--- config.mk ---
export PLATFORM = sky130hd
export DESIGN_NAME = on_delay_timer_bank
export DESIGN_NICKNAME = d
export VERILOG_FILES = /design/src/hw/rtl/tdb_pkg.sv /design/src/hw/rtl/tdb_start_mem.sv /design/src/hw/rtl/tdb_eval.sv /design/src/hw/rtl/on_delay_timer_bank.sv
export SDC_FILE = /design/constraint.sdc
export NUM_CORES = 1
export LEC_CHECK = 0
export ABC_AREA = 1
export BUFFER_PORTS_ARGS = -buffer_cell sky130_fd_sc_hd__buf_2
export CORE_UTILIZATION = 35
export CTS_CLUSTER_DIAMETER = 100
export DETAILED_ROUTE_END_ITERATION = 6
export PLACE_DENSITY = 0.58
export SKIP_LAST_GASP = 1
export SLEW_MARGIN = 20
export SYNTH_ARGS = -nofsm -noshare
export SYNTH_HDL_FRONTEND = slang
export SYNTH_SLANG_ARGS = --single-unit
--- constraint.sdc ---
create_clock -name clk -period 8.5 [get_ports clk]
set_clock_uncertainty 0.15 [all_clocks]
set_input_delay 2.125 -clock clk [delete_from_list [all_inputs] [get_ports clk]]
set_output_delay 2.125 -clock clk [all_outputs]
set_load 0.05 [all_outputs]
--- src/hw/rtl/tdb_pkg.sv ---
// shared types and default constants for the on-delay timer bank
package tdb_pkg;

  localparam int TIMERS_DEF    = 16;
  localparam int TIME_BITS_DEF = 32;

  localparam int INDEX_W  = 4;
  localparam int PRESET_W = 15;
  localparam int NOW_W    = 32;

  // update decision for the timer entry in the evaluate stage
  typedef struct packed {
    logic wr_flags;
    logic sess_val;
    logic done_val;
    logic start_wr;
    logic done_res;
  } tdb_upd_t;

endpackage

--- src/hw/rtl/tdb_start_mem.sv ---
// start time memory: one write port, one registered read port
module tdb_start_mem #(
  parameter int DEPTH  = tdb_pkg::TIMERS_DEF,
  parameter int DATA_W = tdb_pkg::TIME_BITS_DEF,
  parameter int ADDR_W = 4
) (
  input  logic              clk,
  input  logic              wr_en,
  input  logic [ADDR_W-1:0] wr_addr,
  input  logic [DATA_W-1:0] wr_data,
  input  logic              rd_en,
  input  logic [ADDR_W-1:0] rd_addr,
  output logic [DATA_W-1:0] rd_data
);

  logic [DATA_W-1:0] mem [DEPTH];
  logic [DATA_W-1:0] rd_data_r;

  always_ff @(posedge clk) begin
    if (wr_en) begin
      mem[wr_addr] <= wr_data;
    end
    if (rd_en) begin
      rd_data_r <= mem[rd_addr];
    end
  end

  assign rd_data = rd_data_r;

endmodule

--- src/hw/rtl/tdb_eval.sv ---
// per-access timer decision: session start, latch, elapsed compare, clear
module tdb_eval #(
  parameter int TIME_BITS = tdb_pkg::TIME_BITS_DEF
) (
  input  logic                          in_range,
  input  logic                          enable,
  input  logic                          sess,
  input  logic                          done,
  input  logic [TIME_BITS-1:0]          start_time,
  input  logic [TIME_BITS-1:0]          now_time,
  input  logic [tdb_pkg::PRESET_W-1:0]  preset_ms,
  output tdb_pkg::tdb_upd_t             upd
);

  logic [TIME_BITS-1:0] elapsed;
  logic                 reached;

  // wrapping difference modulo 2^TIME_BITS
  assign elapsed = now_time - start_time;
  assign reached = elapsed >= TIME_BITS'(preset_ms);

  always_comb begin
    upd = '0;
    if (in_range) begin
      if (!enable) begin
        upd.wr_flags = 1'b1;
      end else if (!sess) begin
        upd.wr_flags = 1'b1;
        upd.sess_val = 1'b1;
        upd.start_wr = 1'b1;
      end else if (done) begin
        upd.done_res = 1'b1;
      end else if (reached) begin
        upd.wr_flags = 1'b1;
        upd.sess_val = 1'b1;
        upd.done_val = 1'b1;
        upd.done_res = 1'b1;
      end
    end
  end

endmodule

--- src/hw/rtl/on_delay_timer_bank.sv ---
// top level of the on-delay timer bank: read stage, evaluate stage, flag store
// a transaction accepted at one edge gives its result strobe in the next cycle
// throughput: one transaction per cycle unless busy; the start time read is the read stage
// a back-to-back access to the same timer takes the start time from a forwarding register
// reset: synchronous rst_n clears session and done flags of all timers; busy is high in reset
// results cannot be stalled: each strobe lasts exactly one cycle
module on_delay_timer_bank #(
  parameter int TIMERS    = tdb_pkg::TIMERS_DEF,
  parameter int TIME_BITS = tdb_pkg::TIME_BITS_DEF
) (
  input  logic                          clk,
  input  logic                          rst_n,
  input  logic                          start,
  output logic                          busy,
  input  logic [tdb_pkg::INDEX_W-1:0]   in_timer_index,
  input  logic                          in_enable,
  input  logic [tdb_pkg::PRESET_W-1:0]  in_preset_ms,
  input  logic [tdb_pkg::NOW_W-1:0]     in_now_ms,
  output logic                          out_strobe,
  output logic                          out_done_res
);

  localparam int AW    = (TIMERS > 1) ? $clog2(TIMERS) : 1;
  localparam int IDX_X = (AW > tdb_pkg::INDEX_W) ? AW : tdb_pkg::INDEX_W;
  localparam int IDX_C = IDX_X + 1;
  localparam int NOW_X = (TIME_BITS > tdb_pkg::NOW_W) ? TIME_BITS : tdb_pkg::NOW_W;

  logic                  accept;
  logic [IDX_X-1:0]      idx_ext;
  logic [AW-1:0]         in_addr;
  logic                  in_range;
  logic [NOW_X-1:0]      now_ext;
  logic [TIME_BITS-1:0]  in_time;

  logic                  busy_r;
  logic                  s1_vld_r;
  logic [AW-1:0]         s1_addr_r;
  logic                  s1_inr_r;
  logic                  s1_en_r;
  logic [tdb_pkg::PRESET_W-1:0] s1_preset_r;
  logic [TIME_BITS-1:0]  s1_now_r;
  logic                  s1_fwd_hit_r;
  logic [TIME_BITS-1:0]  s1_fwd_data_r;

  logic                  sess_r [TIMERS];
  logic                  done_r [TIMERS];

  logic [TIME_BITS-1:0]  mem_q;
  logic [TIME_BITS-1:0]  s1_start;
  logic                  s1_sess;
  logic                  s1_done;
  logic                  mem_wr;
  logic                  fwd_hit;
  tdb_pkg::tdb_upd_t     upd;

  assign accept   = start && !busy_r;
  assign busy     = busy_r;
  assign idx_ext  = IDX_X'(in_timer_index);
  assign in_addr  = idx_ext[AW-1:0];
  // one extra bit so a bank that fills the whole index range still compares right
  assign in_range = {1'b0, idx_ext} < IDX_C'(TIMERS);
  assign now_ext  = NOW_X'(in_now_ms);
  assign in_time  = now_ext[TIME_BITS-1:0];

  assign mem_wr  = s1_vld_r && upd.start_wr;
  assign fwd_hit = mem_wr && (s1_addr_r == in_addr);

  tdb_start_mem #(
    .DEPTH  (TIMERS),
    .DATA_W (TIME_BITS),
    .ADDR_W (AW)
  ) u_mem (
    .clk     (clk),
    .wr_en   (mem_wr),
    .wr_addr (s1_addr_r),
    .wr_data (s1_now_r),
    .rd_en   (accept && in_range),
    .rd_addr (in_addr),
    .rd_data (mem_q)
  );

  // memory read sees old data when the previous transaction wrote the same entry
  assign s1_start = s1_fwd_hit_r ? s1_fwd_data_r : mem_q;
  assign s1_sess  = s1_inr_r ? sess_r[s1_addr_r] : 1'b0;
  assign s1_done  = s1_inr_r ? done_r[s1_addr_r] : 1'b0;

  tdb_eval #(
    .TIME_BITS (TIME_BITS)
  ) u_eval (
    .in_range   (s1_inr_r),
    .enable     (s1_en_r),
    .sess       (s1_sess),
    .done       (s1_done),
    .start_time (s1_start),
    .now_time   (s1_now_r),
    .preset_ms  (s1_preset_r),
    .upd        (upd)
  );

  always_ff @(posedge clk) begin
    if (!rst_n) begin
      busy_r   <= 1'b1;
      s1_vld_r <= 1'b0;
    end else begin
      busy_r   <= 1'b0;
      s1_vld_r <= accept;
    end
  end

  always_ff @(posedge clk) begin
    if (accept) begin
      s1_addr_r     <= in_addr;
      s1_inr_r      <= in_range;
      s1_en_r       <= in_enable;
      s1_preset_r   <= in_preset_ms;
      s1_now_r      <= in_time;
      s1_fwd_hit_r  <= fwd_hit;
      s1_fwd_data_r <= s1_now_r;
    end
  end

  always_ff @(posedge clk) begin
    if (!rst_n) begin
      for (int i = 0; i < TIMERS; i++) begin
        sess_r[i] <= 1'b0;
        done_r[i] <= 1'b0;
      end
    end else if (s1_vld_r && upd.wr_flags) begin
      sess_r[s1_addr_r] <= upd.sess_val;
      done_r[s1_addr_r] <= upd.done_val;
    end
  end

  assign out_strobe   = s1_vld_r;
  assign out_done_res = s1_vld_r && upd.done_res;

`ifndef SYNTHESIS
  a_strobe_follows_accept: assert property (@(posedge clk) disable iff (!rst_n)
    out_strobe |-> $past(start && !busy))
    else $error("result strobe without an accepted transaction");

  a_disabled_not_done: assert property (@(posedge clk) disable iff (!rst_n)
    (out_strobe && !s1_en_r) |-> !out_done_res)
    else $error("done reported for a disabled timer");

  a_fwd_needs_prev: assert property (@(posedge clk) disable iff (!rst_n)
    (out_strobe && s1_fwd_hit_r) |-> $past(out_strobe))
    else $error("start time forwarded without a preceding transaction");

  a_start_not_done: assert property (@(posedge clk) disable iff (!rst_n)
    (s1_vld_r && upd.start_wr) |=> !done_r[$past(s1_addr_r)])
    else $error("done flag set at session start");
`endif

endmodule

==> results of run 1 <==
cells in the mapped netlist (2+ instances only):
cell type / number
mux2i_1: 128
nand3_1: 61
and2_1: 2
mux2_2: 2
inv_2: 6
o21ai_0: 152
inv_1: 190
nor3_1: 26
or2_2: 2
nand3b_1: 5
buf_1: 6
o22ai_1: 5
nand3_2: 12
nor2_4: 3
edfxtp_1: 629
clkinv_1: 2
ha_1: 48
clkbuf_1: 97
nor2_1: 267
nand2_1: 391
nand2_2: 7
buf_2: 14
nand2_4: 2
o32ai_1: 32
a21oi_1: 32
o221ai_1: 91
xor2_1: 14
nor4_1: 2
xnor2_1: 2
o211ai_1: 40
nor3_2: 2
nand4_1: 41
dfxtp_1: 38
buf_4: 3
o21bai_1: 5
nor2_2: 8
stage by stage:
stage	worst slack [ps]	hold WS (ps)	std cells
finish	1608	358.6	3540
global route	1216	396.7	3539
CTS	1543	357.0	3539
detailed placement	2237	348.3	3403
global placement	2223	336.3	3403
floorplan	448.3	342.4	2373
registers in the layout (all words and copies together) (netlist names), named ones only:
register       flops
s1_preset_r       15
s1_fwd_data_r     32
s1_en_r            1
s1_addr_r          4
sess_r            16
s1_fwd_hit_r       1
done_r            16
u_mem.mem        512
u_mem.rd_data     32
out_strobe         1
s1_now_r          32
busy               1
power breakdown:
part           total [mW]  internal (mW)  switching [mW]
clock network        3.11           1.81            1.31
registers            3.67           3.62          0.0442
logic               0.489          0.161           0.328
total                7.26           5.59            1.68
cells by family after synthesis:
group / Yosys count
compound gates: 360
fa+ha+maj: 49
simple gates: 832
xor+xnor: 16
buf+inv: 319
flops: 667
mux: 130
worst max-delay path, delay by kind of cell (launching register included):
kind                       cells  cell delay [ps]
AOI/OAI and AO/OA              3              540
xor gates and xnor gates       1              190
adders and majority gates      2              660
buffers and inverters          4              820
DFF                            1              500
muxes                          1              140
and+or+nand+nor               12             1130
cell type report:
cell class	count	area, µm²	share of cell area [%]
diodes	1	2.502	0.007638
well taps	1060	1326	4.048
flip-flops and latches	667	19650	59.97
clock buffers	89	1951	5.954
inverters	198	745.7	2.276
clock inverters	47	417.9	1.276
multi-input cells	1387	8074	24.64
repair buffers	91	596.8	1.822
worst max path at each step:
stage / from / endpoint / slack [ps] / depth (start not counted)
floorplan: start / s1_addr_r[0]$_DFFE_PP_ / 450 / 2
global placement: s1_fwd_hit_r$_DFFE_PP_ / out_done_res / 2220 / 26
detailed placement: s1_fwd_hit_r$_DFFE_PP_ / out_done_res / 2240 / 23
CTS: s1_fwd_hit_r$_DFFE_PP_ / out_done_res / 1540 / 26
global route: s1_fwd_hit_r$_DFFE_PP_ / out_done_res / 1220 / 23
finish: s1_fwd_hit_r$_DFFE_PP_ / out_done_res / 1610 / 23
metal layers:
layer | vias to the layer above | share of wire (%)
met2 | 589 | 47
li1 | 8664 | -
met3 | 118 | 6.0
met4 | 0 | 2.9
met5 | - | 0
met1 | 9116 | 44
==> metrics.md, run 1 <==
| Metric | Value |
|---|---|
| Longest Clk Path Bufs | `3` |
| Synth Register Bits | `between 600 and 700` |
| TNS Setup | `0 ps` |
| GP Congestion | `between 0.8 and 0.9` |
| Area Growth Syn to Fin | `13.49%` |
| # H-tree levels | `3` |
| Worst-Margin Slew | `973.7 ps` |
| Synth Area in XOR/XNOR | `0.4854%` |
| First-pass GRT wire length | `about 110000 µm` |
| Prevailing post-synth register cell | `edfxtp_1` |
| Most common cell after layout, fill and taps aside | `edfxtp_1` |
| Placed Area | `between 30000 and 40000 µm²` |
| Synth top area share | `about 65%` |
| Overall Power | `7.265 mW` |
| Worst-Skew Late Latency | `a little over 600 ps` |
| Ys Warns | `0` |
| Post-route minimum period | `6892 ps` |
| Mux share of post-synthesis cell area | `4.516%` |
| Total track usage | `17.92%` |
| Pwr dens | `221.7 nW/µm²` |
| WP data arrival | `4620 ps` |
| Min-delay src | `busy$_DFF_P_` |
| Total number of vias | `18490` |
| Post-route ant nets | `0` |
| GR Layer Usage met1 | `24.23%` |
| Post-Route Utilization | `40.41%` |
| CP Cell Sequence | `buf_4, mux2i_1, ha_1, nand2_1, inv_1, nand2_1, nor2_1, nand2_1, nand3_1, xor2_1, ha_1, a21oi_1, o31a_1, nand2_1, nand2_1, nand2_1, nand2_1, nand2_1, nor2_2, nand3_2, o21ai_0, inv_1, buf_2` |
| Die width | `289.2 µm` |
| Worst reg2reg endpoint | `sess_r[4]$_DFF_P_` |
| Area leader, netlist | `edfxtp_1` |
| Async SR Flop Fraction | `0%` |
| Initial antenna violation count | `3` |
| CP Launch Type | `flop` |
| CTS sink cnt | `667` |
| Slowest CP cell | `edfxtp_1` |
| Worst relative slew slack | `35.09%` |
| Port Buf Inserts | `57` |
| Worst Setup End Kind | `output port` |
| Reg2reg start | `s1_fwd_hit_r$_DFFE_PP_` |
| WHS Path Cells | `1` |
| DRC violations left | `0` |
| Boundary pin count | `58` |
| Worst vdd ir | `roughly 0.00012 V` |
| Post-route design area | `approximately 33000 µm²` |
| Clock root buffer | `clkbuf_16` |
| R2R depth | `24` |
| Grt peak-use layer | `met2` |
| Number of CTS-inserted buffers | `74` |
| Largest cells by area after synthesis | `edfxtp_1 (65%), nand2_1 (5.1%), mux2i_1 (4.4%)` |
| Max stage delay on crit path | `500 ps` |
| Seq/Total Area, Yosys | `68.06%` |
| Nets | `approximately 2500` |
| Core area | `81070 µm²` |
| Register-to-register setup slack | `4130 ps` |
| Leakage | `around 12 nW` |
| Peak Freq | `145.1 MHz` |
| HPWL after detailed placement | `40440 µm` |
| Post-synth EDFFs | `629` |
| Max capacitance violation total | `0` |
| DR iter-0 viols | `1661` |
| Reg clk slew, reported paths | `approximately 60 ps` |
| CP required | `6230 ps` |
| Die H | `289.2 µm` |
| Main combinational cell family by area after synthesis | `simple AND/OR/NAND/NOR gates` |
| Die footprint | `~84000 µm²` |
| Layout cells sized above 1 | `10.49%` |
| Vias in the first global route | `18280` |
| Crit path kind | `flop to output port` |
| GR met2 Demand/Resource | `29.23%` |
| Synth Area in Compound Gates | `8.274%` |
| Largest net degree at the start of global routing | `179` |
| Post-cts sizing count | `0` |
| Most used cell, CP | `nand2_1` |
| RSZ-0062 raised after global routing | `no` |
| Most frequent cells in the layout | `edfxtp_1 (629), nand2_1 (391), nor2_1 (266)` |
| WHS Endpoint | `out_strobe$_SDFF_PN0_` |
| Status | `finished clean` |
| Max-slew violation count | `0` |
| CTS tree | `built` |
| Final hold vios | `0` |
| Max FO, Critical Path | `27` |
| Post-Synth Simple-Gate Area | `12.24%` |
| Row count | `104` |
| HP Class | `flop to flop` |
| Post-Synth Adder-Cell Area | `under 10%` |
| Via density | `5.222` |
| Cell count after synthesis | `2373` |
| Setup Fix Bufs, Post-CTS | `0` |
| Synthesized area per cell | `12.17 µm²` |
| Unique masters post-synth | `42` |
| Cts hold-fix bufs | `0` |
| Final setup violation count | `0` |
| Post-route clock period utilization | `81.09%` |
| Syn Std Cell Area | `28870 µm²` |
| Routed WL per cell | `21.09 µm` |
| Drt first pass iters | `5` |
| GRT met3 Usage | `2.693%` |
| Drt total wl | `74680 µm` |
| Aggregate global routing overflow | `0` |
| Initial Util | `a little over a third` |
| Net Count, Synth | `2477` |
| Filler Cells Inserted | `7508` |
No activity file was read; power rests on OpenSTA's default activity.
==> run 2: changes to the inputs <==
--- a/config.mk
+++ b/config.mk
@@ -10,7 +10,7 @@
 export CORE_UTILIZATION = 35
 export CTS_CLUSTER_DIAMETER = 100
 export DETAILED_ROUTE_END_ITERATION = 6
-export PLACE_DENSITY = 0.58
+export PLACE_DENSITY = 0.59
 export SKIP_LAST_GASP = 1
 export SLEW_MARGIN = 20
 export SYNTH_ARGS = -nofsm -noshare
==> constraint.sdc (replaced) <==
create_clock -name clk -period 5.88 [get_ports clk]
set_clock_uncertainty 0.15 [all_clocks]
set_input_delay 1.47 -clock clk [delete_from_list [all_inputs] [get_ports clk]]
set_output_delay 1.47 -clock clk [all_outputs]
set_load 0.05 [all_outputs]
==> run 2 against run 1 <==
Against the previous run:
- total power is 44% higher
- utilization is 0.57 points higher
- clock power is 41% higher
- first-iteration DRC count is 10% higher
- sequential power is 44% higher
- final cell count is 0.71% higher
- non-clock buffer count is 37 higher
- clock-buffer cell count is 9 lower
==> metrics.md, run 2 (synthesized netlist as in run 1, its figures left out) <==
| Metric | Value |
|---|---|
| Max stage delay on crit path | `420 ps (was 500 ps)` |
| Post-route design area | `33220 µm² (was 32760 µm²)` |
| Initial Util | `35.61% (unchanged)` |
| WHS Endpoint | `u_mem.mem[1][0]$_DFFE_PP_ (was out_strobe$_SDFF_PN0_)` |
| Net switching power | `2.381 mW (was 1.678 mW)` |
| Drt total wl | `77440 µm (was 74680 µm)` |
| Port Buf Inserts | `57 (unchanged)` |
| Number of CTS-inserted buffers | `70 (was 74)` |
| Post-route minimum period | `5756 ps` |
| Post-Route Utilization | `40.98% (was 40.41%)` |
| Overall Power | `10.44 mW (was 7.265 mW)` |
| GP Congestion | `0.9337 (was 0.8634)` |
| Hold_ws | `346.4 ps (was 358.6 ps)` |
| Final hold vios | `0 (unchanged)` |
| Post-route clock period utilization | `97.90%` |
| Row count | `104 (unchanged)` |
| Final setup violation count | `0 (unchanged)` |
| Pwr dens | `314.3 nW/µm² (was 221.7 nW/µm²)` |
| Critical path buffer and inverter count | `7 (was 4)` |
| CTS sink cnt | `667 (unchanged)` |
| DRC violations left | `0 (unchanged)` |
| Internal | `8.060 mW (was 5.587 mW)` |
| Die footprint | `83630 µm² (unchanged)` |
| Most frequent cells in the layout | `edfxtp_1 (629), nand2_1 (384), nor2_1 (263) (was edfxtp_1 (629), nand2_1 (391), nor2_1 (266))` |
| Max-slew violation count | `0 (unchanged)` |
| Area Growth Syn to Fin | `15.08% (was 13.49%)` |
| Largest Register | `u_mem.mem (unchanged)` |
| CP Launch Type | `flop (unchanged)` |
| Crit path kind | `flop to output port (unchanged)` |
| Combinational power share | `7.4% (was 6.7%)` |
| Min-delay src | `s1_now_r[0]$_DFFE_PP_ (was busy$_DFF_P_)` |
| Slowest CP cell | `ha_2 (was edfxtp_1)` |
| R2R depth | `8 (was 24)` |
| Nets | `2556 (was 2523)` |
| Total track usage | `18.39% (was 17.92%)` |
| Die width | `289.2 µm (unchanged)` |
| DR iter-0 viols | `1831 (was 1661)` |
| Sequential group share of total power | `50.6% (was 50.5%)` |
| HP Class | `flop to flop (unchanged)` |
| Clock root buffer | `clkbuf_16 (unchanged)` |
| Peak Freq | `173.7 MHz` |
| Setup Slack @ Placement | `504.8 ps (was 2237 ps)` |
| Reg clk slew, reported paths | `60 ps (about the same)` |
| Worst relative slew slack | `25.88% (was 35.09%)` |
| Worst-Margin Slew | `1112 ps (was 973.7 ps)` |
| Worst-Skew Late Latency | `620 ps (about the same)` |
| CP required | `4260 ps (was 6230 ps)` |
| Longest Clk Path Bufs | `3 (unchanged)` |
| Worst reg2reg endpoint | `u_mem.mem[9][2]$_DFFE_PP_ (was sess_r[4]$_DFF_P_)` |
| Die H | `289.2 µm (unchanged)` |
| WHS Path Cells | `0 (was 1)` |
| Register-to-register setup slack | `1650 ps (was 4130 ps)` |
| Core area | `81070 µm² (unchanged)` |
| CP delay by family, top | `simple AND/OR/NAND/NOR gates (unchanged)` |
| Max FO, Critical Path | `15 (was 27)` |
| Routed WL per cell | `21.72 µm (was 21.09 µm)` |
| TNS Setup | `0 ps (unchanged)` |
| Largest net degree at the start of global routing | `165 (was 179)` |
| Most common cell after layout, fill and taps aside | `edfxtp_1 (unchanged)` |
| Status | `finished clean (unchanged)` |
| Initial antenna violation count | `2 (was 3)` |
| Final non-filler cell total | `3565 (was 3540)` |
| Post-route ant nets | `0 (unchanged)` |
| Clock share of power | `42.0% (was 42.8%)` |
| Vias in the first global route | `18280 (about the same)` |
| Max capacitance violation total | `0 (unchanged)` |
| Switching Share | `22.81% (was 23.09%)` |
| Worst Setup End Kind | `output port (unchanged)` |
| Drt first pass iters | `5 (unchanged)` |
| Max FFs per register | `512 (unchanged)` |
| Via density | `5.263 (was 5.222)` |
| Leakage | `12.23 nW (was 12.06 nW)` |
| Aggregate global routing overflow | `0 (unchanged)` |
| CP Cell Sequence | `buf_4, buf_12, buf_4, buf_4, mux2i_1, ha_2, nand2_1, inv_1, nand2_1, nor2_4, nand3b_1, nand4_1, nand2_1, nor2_1, nand2_1, nor2_1, nand3_4, o21ai_2, inv_1, buf_4 (was buf_4, mux2i_1, ha_1, nand2_1, inv_1, nand2_1, nor2_1, nand2_1, nand3_1, xor2_1, ha_1, a21oi_1, o31a_1, nand2_1, nand2_1, nand2_1, nand2_1, nand2_1, nor2_2, nand3_2, o21ai_0, inv_1, buf_2)` |
| HPWL after detailed placement | `44150 µm (was 40440 µm)` |
| Total number of vias | `18760 (was 18490)` |
| Layout cells sized above 1 | `13.02% (was 10.49%)` |
| # H-tree levels | `3 (unchanged)` |
| Boundary pin count | `58 (unchanged)` |
| First-pass GRT wire length | `114900 µm (was 112000 µm)` |
| Setup WS post-layout | `123.6 ps (was 1608 ps)` |
| Filler Cells Inserted | `7470 (was 7508)` |
| DP Cell Count | `3419 (was 3403)` |
| Placed Area | `30560 µm² (was 30390 µm²)` |
| WP data arrival | `4140 ps (was 4620 ps)` |
| CTS tree | `built (unchanged)` |
| Worst vdd ir | `0.0001735 V (was 0.0001233 V)` |
==> run 2: timing repair <==
action / 4_1_cts / 5_1_grt
pin swaps: 1 / 10
gates resized for setup: 1 / 47
buffers inserted: 6 / 14
cloned: 0 / 1
endpoints found under the setup margin: 1 / 1
hold buffers: 0 / 0
==> run 2: final cells by class <==
class / instances / area, µm² / area share, %
clock buffer: 80 / 1810 / 5.449
inverter: 198 / 745.7 / 2.245
multi-input combinational: 1387 / 8268 / 24.89
clock inverter: 44 / 439.2 / 1.322
antenna: 1 / 2.502 / 0.007532
timing repair buffer: 128 / 982.2 / 2.956
sequential: 667 / 19650 / 59.14
tap: 1060 / 1326 / 3.992
==> run 2: per-layer routing <==
layer  vias to the layer above  track usage (%)  wire length, µm
li1                       8720                -                -
met1                      9322            24.58            33720
met2                       607            30.69            37510
met3                       111            2.764             4411
met4                         2            5.855             1792
met5                         -                0               13
==> run 2: power groups by stage <==
| stage | combinational, mW | sequential (mW) | clock (mW) |
|---|---|---|---|
| after floorplan | 0.506 | 5.37 | 0 |
| after global placement | 0.718 | 5.39 | 0 |
| after detailed placement | 0.726 | 5.39 | 0 |
| after CTS | 0.737 | 5.29 | 4.48 |
| after global routing | 0.855 | 5.29 | 4.66 |
| final | 0.768 | 5.29 | 4.39 |
==> run 2: how the worst max path moves through the flow <==
stage	from	end	slack, ps	depth (start not counted)
after global placement	s1_fwd_hit_r$_DFFE_PP_	out_done_res	440	26
final	s1_fwd_hit_r$_DFFE_PP_	out_done_res	120	20
after floorplan	start	s1_addr_r[0]$_DFFE_PP_	620	2
after CTS	s1_fwd_hit_r$_DFFE_PP_	out_done_res	9	22
after global routing	s1_fwd_hit_r$_DFFE_PP_	out_done_res	-20	20
after detailed placement	s1_fwd_hit_r$_DFFE_PP_	out_done_res	500	18
==> run 2: worst reg2reg max path, delay by kind of cell (launching register included) <==
family,cells,cell delay (ps)
compound gates,2,300
mux,1,280
buf+inv,2,470
simple gates,3,1700
flops,1,950
==> run 3: changes to the inputs <==
--- a/config.mk
+++ b/config.mk
@@ -10,7 +10,7 @@
 export CORE_UTILIZATION = 35
 export CTS_CLUSTER_DIAMETER = 100
 export DETAILED_ROUTE_END_ITERATION = 6
-export PLACE_DENSITY = 0.59
+export PLACE_DENSITY = 0.47
 export SKIP_LAST_GASP = 1
 export SLEW_MARGIN = 20
 export SYNTH_ARGS = -nofsm -noshare
==> constraint.sdc (replaced) <==
create_clock -name clk -period 5.88 [get_ports clk]
set_clock_uncertainty 0.15 [all_clocks]
set_input_delay 0.588 -clock clk [delete_from_list [all_inputs] [get_ports clk]]
set_output_delay 0.588 -clock clk [all_outputs]
set_load 0.05 [all_outputs]
==> run 3 against run 2 <==
Against the previous run:
- die area did not move
- global-route usage rose by 0.72 points
- sequential share of layout area rose by 0.21 points
- total power fell by 0.57%
- register-to-register slack got worse by 160 ps
- worst hold slack got worse by 310 ps
- first-iteration DRC count fell by 25%
- largest cell class unchanged
- maximum frequency rose by 7.1%
- critical endpoint unchanged
- via count fell by 1.1%
- sequential power barely moved
- highest routed layer is now met4
==> metrics.md, run 3 (synthesized netlist as in run 1, its figures left out) <==
| Metric | Value |
|---|---|
| Worst Setup End Kind | `output port (unchanged)` |
| Total number of vias | `18560 (was 18760)` |
| Post-route clock period utilization | `91.44% (was 97.90%)` |
| Critical path buffer and inverter count | `4 (was 7)` |
| # H-tree levels | `3 (unchanged)` |
| CP Cell Sequence | `buf_12, mux2i_1, ha_1, nand2_1, inv_1, nand2_1, nor2_1, nand2_1, nand3_1, xor2_1, ha_1, a21oi_1, o31a_1, nand2_1, nand2_1, nand2_1, nand2_1, nand2_1, nor2_2, nand3_2, o21ai_0, inv_1, buf_2 (was buf_4, buf_12, buf_4, buf_4, mux2i_1, ha_2, nand2_1, inv_1, nand2_1, nor2_4, nand3b_1, nand4_1, nand2_1, nor2_1, nand2_1, nor2_1, nand3_4, o21ai_2, inv_1, buf_4)` |
| WHS Path Cells | `1 (was 0)` |
| Routed WL per cell | `22.31 µm (was 21.72 µm)` |
| Final hold vios | `0 (unchanged)` |
| Setup Fix Bufs, Post-CTS | `0 (was 6)` |
| Slowest CP cell | `edfxtp_1 (was ha_2)` |
| DRC violations left | `0 (unchanged)` |
| Initial antenna violation count | `0 (was 2)` |
| Max-slew violation count | `0 (unchanged)` |
| CTS sink cnt | `667 (unchanged)` |
| Worst relative slew slack | `27.67% (was 25.88%)` |
| WP data arrival | `4640 ps (was 4140 ps)` |
| Post-route ant nets | `0 (unchanged)` |
| Die width | `289.2 µm (unchanged)` |
| Port Buf Inserts | `57 (unchanged)` |
| Most common cell after layout, fill and taps aside | `edfxtp_1 (unchanged)` |
| R2R depth | `24 (was 8)` |
| Die H | `289.2 µm (unchanged)` |
| Critical Path Stages | `23 (was 20)` |
| Max capacitance violation total | `0 (unchanged)` |
| Most used cell, CP | `nand2_1` |
| Final setup violation count | `0 (unchanged)` |
| CTS tree | `built (unchanged)` |
| Max stage delay on crit path | `740 ps (was 420 ps)` |
| Worst-Skew Late Latency | `620 ps (about the same)` |
| Largest net degree at the start of global routing | `134 (was 165)` |
| Most frequent cells in the layout | `edfxtp_1 (629), nand2_1 (391), nor2_1 (266) (was edfxtp_1 (629), nand2_1 (384), nor2_1 (263))` |
| Total track usage | `19.11% (was 18.39%)` |
| Post-cts sizing count | `0 (was 1)` |
| Area Growth Syn to Fin | `14.68% (was 15.08%)` |
| Crit path kind | `flop to output port (unchanged)` |
| Filler Cells Inserted | `7641 (was 7470)` |
| Worst vdd ir | `0.0001772 V (was 0.0001735 V)` |
| Layout cells sized above 1 | `9.996% (was 13.02%)` |
| Initial Util | `35.61% (unchanged)` |
| Nets | `2571 (was 2556)` |
| DR iter-0 viols | `1366 (was 1831)` |
| Peak Freq | `186.0 MHz (was 173.7 MHz)` |
| HP Class | `input port to flop (was flop to flop)` |
| Placed Area | `30450 µm² (was 30560 µm²)` |
| Post-route design area | `33110 µm² (was 33220 µm²)` |
| Pwr dens | `313.6 nW/µm² (was 314.3 nW/µm²)` |
| GP Congestion | `0.8302 (was 0.9337)` |
| Boundary pin count | `58 (unchanged)` |
| CP Launch Type | `flop (unchanged)` |
| CP delay by family, top | `simple AND/OR/NAND/NOR gates (unchanged)` |
| CP required | `5140 ps (was 4260 ps)` |
| Leakage | `12.20 nW (was 12.23 nW)` |
| Reg clk slew, reported paths | `60 ps (about the same)` |
| Drt first pass iters | `5 (unchanged)` |
| Max FFs per register | `512 (unchanged)` |
| Post-Route Utilization | `40.84% (was 40.98%)` |
| RSZ-0062 raised after global routing | `no` |
| Largest Register | `u_mem.mem (unchanged)` |
| Register Area | `19650 µm² (unchanged)` |
| Area of the multi-input gates | `8074 µm² (was 8268 µm²)` |
| Aggregate global routing overflow | `0 (unchanged)` |
| Longest Clk Path Bufs | `3 (unchanged)` |
| Clock root buffer | `clkbuf_16 (unchanged)` |
| Vias in the first global route | `18190 (was 18280)` |
| Die footprint | `83630 µm² (unchanged)` |
| Number of CTS-inserted buffers | `77 (was 70)` |
| Row count | `104 (unchanged)` |
| Core area | `81070 µm² (unchanged)` |
| Drt total wl | `79940 µm (was 77440 µm)` |
| Worst-Margin Slew | `1085 ps (was 1112 ps)` |
| First-pass GRT wire length | `117600 µm (was 114900 µm)` |
| Max FO, Critical Path | `23 (was 15)` |
| Post-route minimum period | `5377 ps (was 5756 ps)` |
| Via density | `5.181 (was 5.263)` |
| Status | `finished clean (unchanged)` |
| TNS Setup | `0 ps (unchanged)` |
| HPWL after detailed placement | `43360 µm (was 44150 µm)` |
## run 3: worst paths after layout
| path | start | to | slack (ps) |
|---|---|---|---|
| hold / removal | in_now_ms[13] | s1_now_r[13]$_DFFE_PP_ | 30 |
| hold reg to reg | busy$_DFF_P_ | out_strobe$_SDFF_PN0_ | 360 |
| setup / recovery | s1_fwd_hit_r$_DFFE_PP_ | out_done_res | 500 |
| setup reg to reg | s1_fwd_hit_r$_DFFE_PP_ | sess_r[5]$_DFF_P_ | 1490 |
## run 3: layer usage
layer	GRT usage [%]	vias to the layer above	share of wire, %
met3	2.843	98	4.5
met1	27.36	9278	47
li1	-	8771	-
met4	4.500	0	2.0
met5	0	-	0
met2	30.50	415	46
## run 3: what timing repair did
action / 4_1_cts / 5_1_grt
endpoints found under the setup margin: 0 / 0
endpoints found under the hold margin: 41 / 0
hold buffers: 41 / 0
## run 3: report_power, final
group / switching [mW] / internal (mW)
registers: 0.0616 / 5.24
logic: 0.500 / 0.253
clock network: 1.89 / 2.44
total: 2.45 / 7.93
## run 3: final cells by class
class / count / share of cell area, %
Clock buffer: 98 / 6.122
Antenna cell: 2 / 0.01512
Multi-Input combinational cell: 1387 / 24.39
Inverter: 198 / 2.267
Timing Repair Buffer: 136 / 3.208
Tap cell: 1060 / 4.006
Sequential cell: 667 / 59.35
Clock inverter: 35 / 0.6462
## run 3: stage by stage
step | total power, mW | hold WS (ps) | setup slack [ps] | std cells
2_1_floorplan | 5.876 | 342.4 | 1475 | 2373
3_3_place_gp | 6.127 | 337.2 | 1139 | 3407
3_5_place_dp | 6.135 | 347.1 | 1067 | 3407
4_1_cts | 10.51 | 8.736 | 397.1 | 3581
5_1_grt | 10.78 | 7.199 | 73.73 | 3581
6_report | 10.38 | 31.99 | 503.5 | 3583
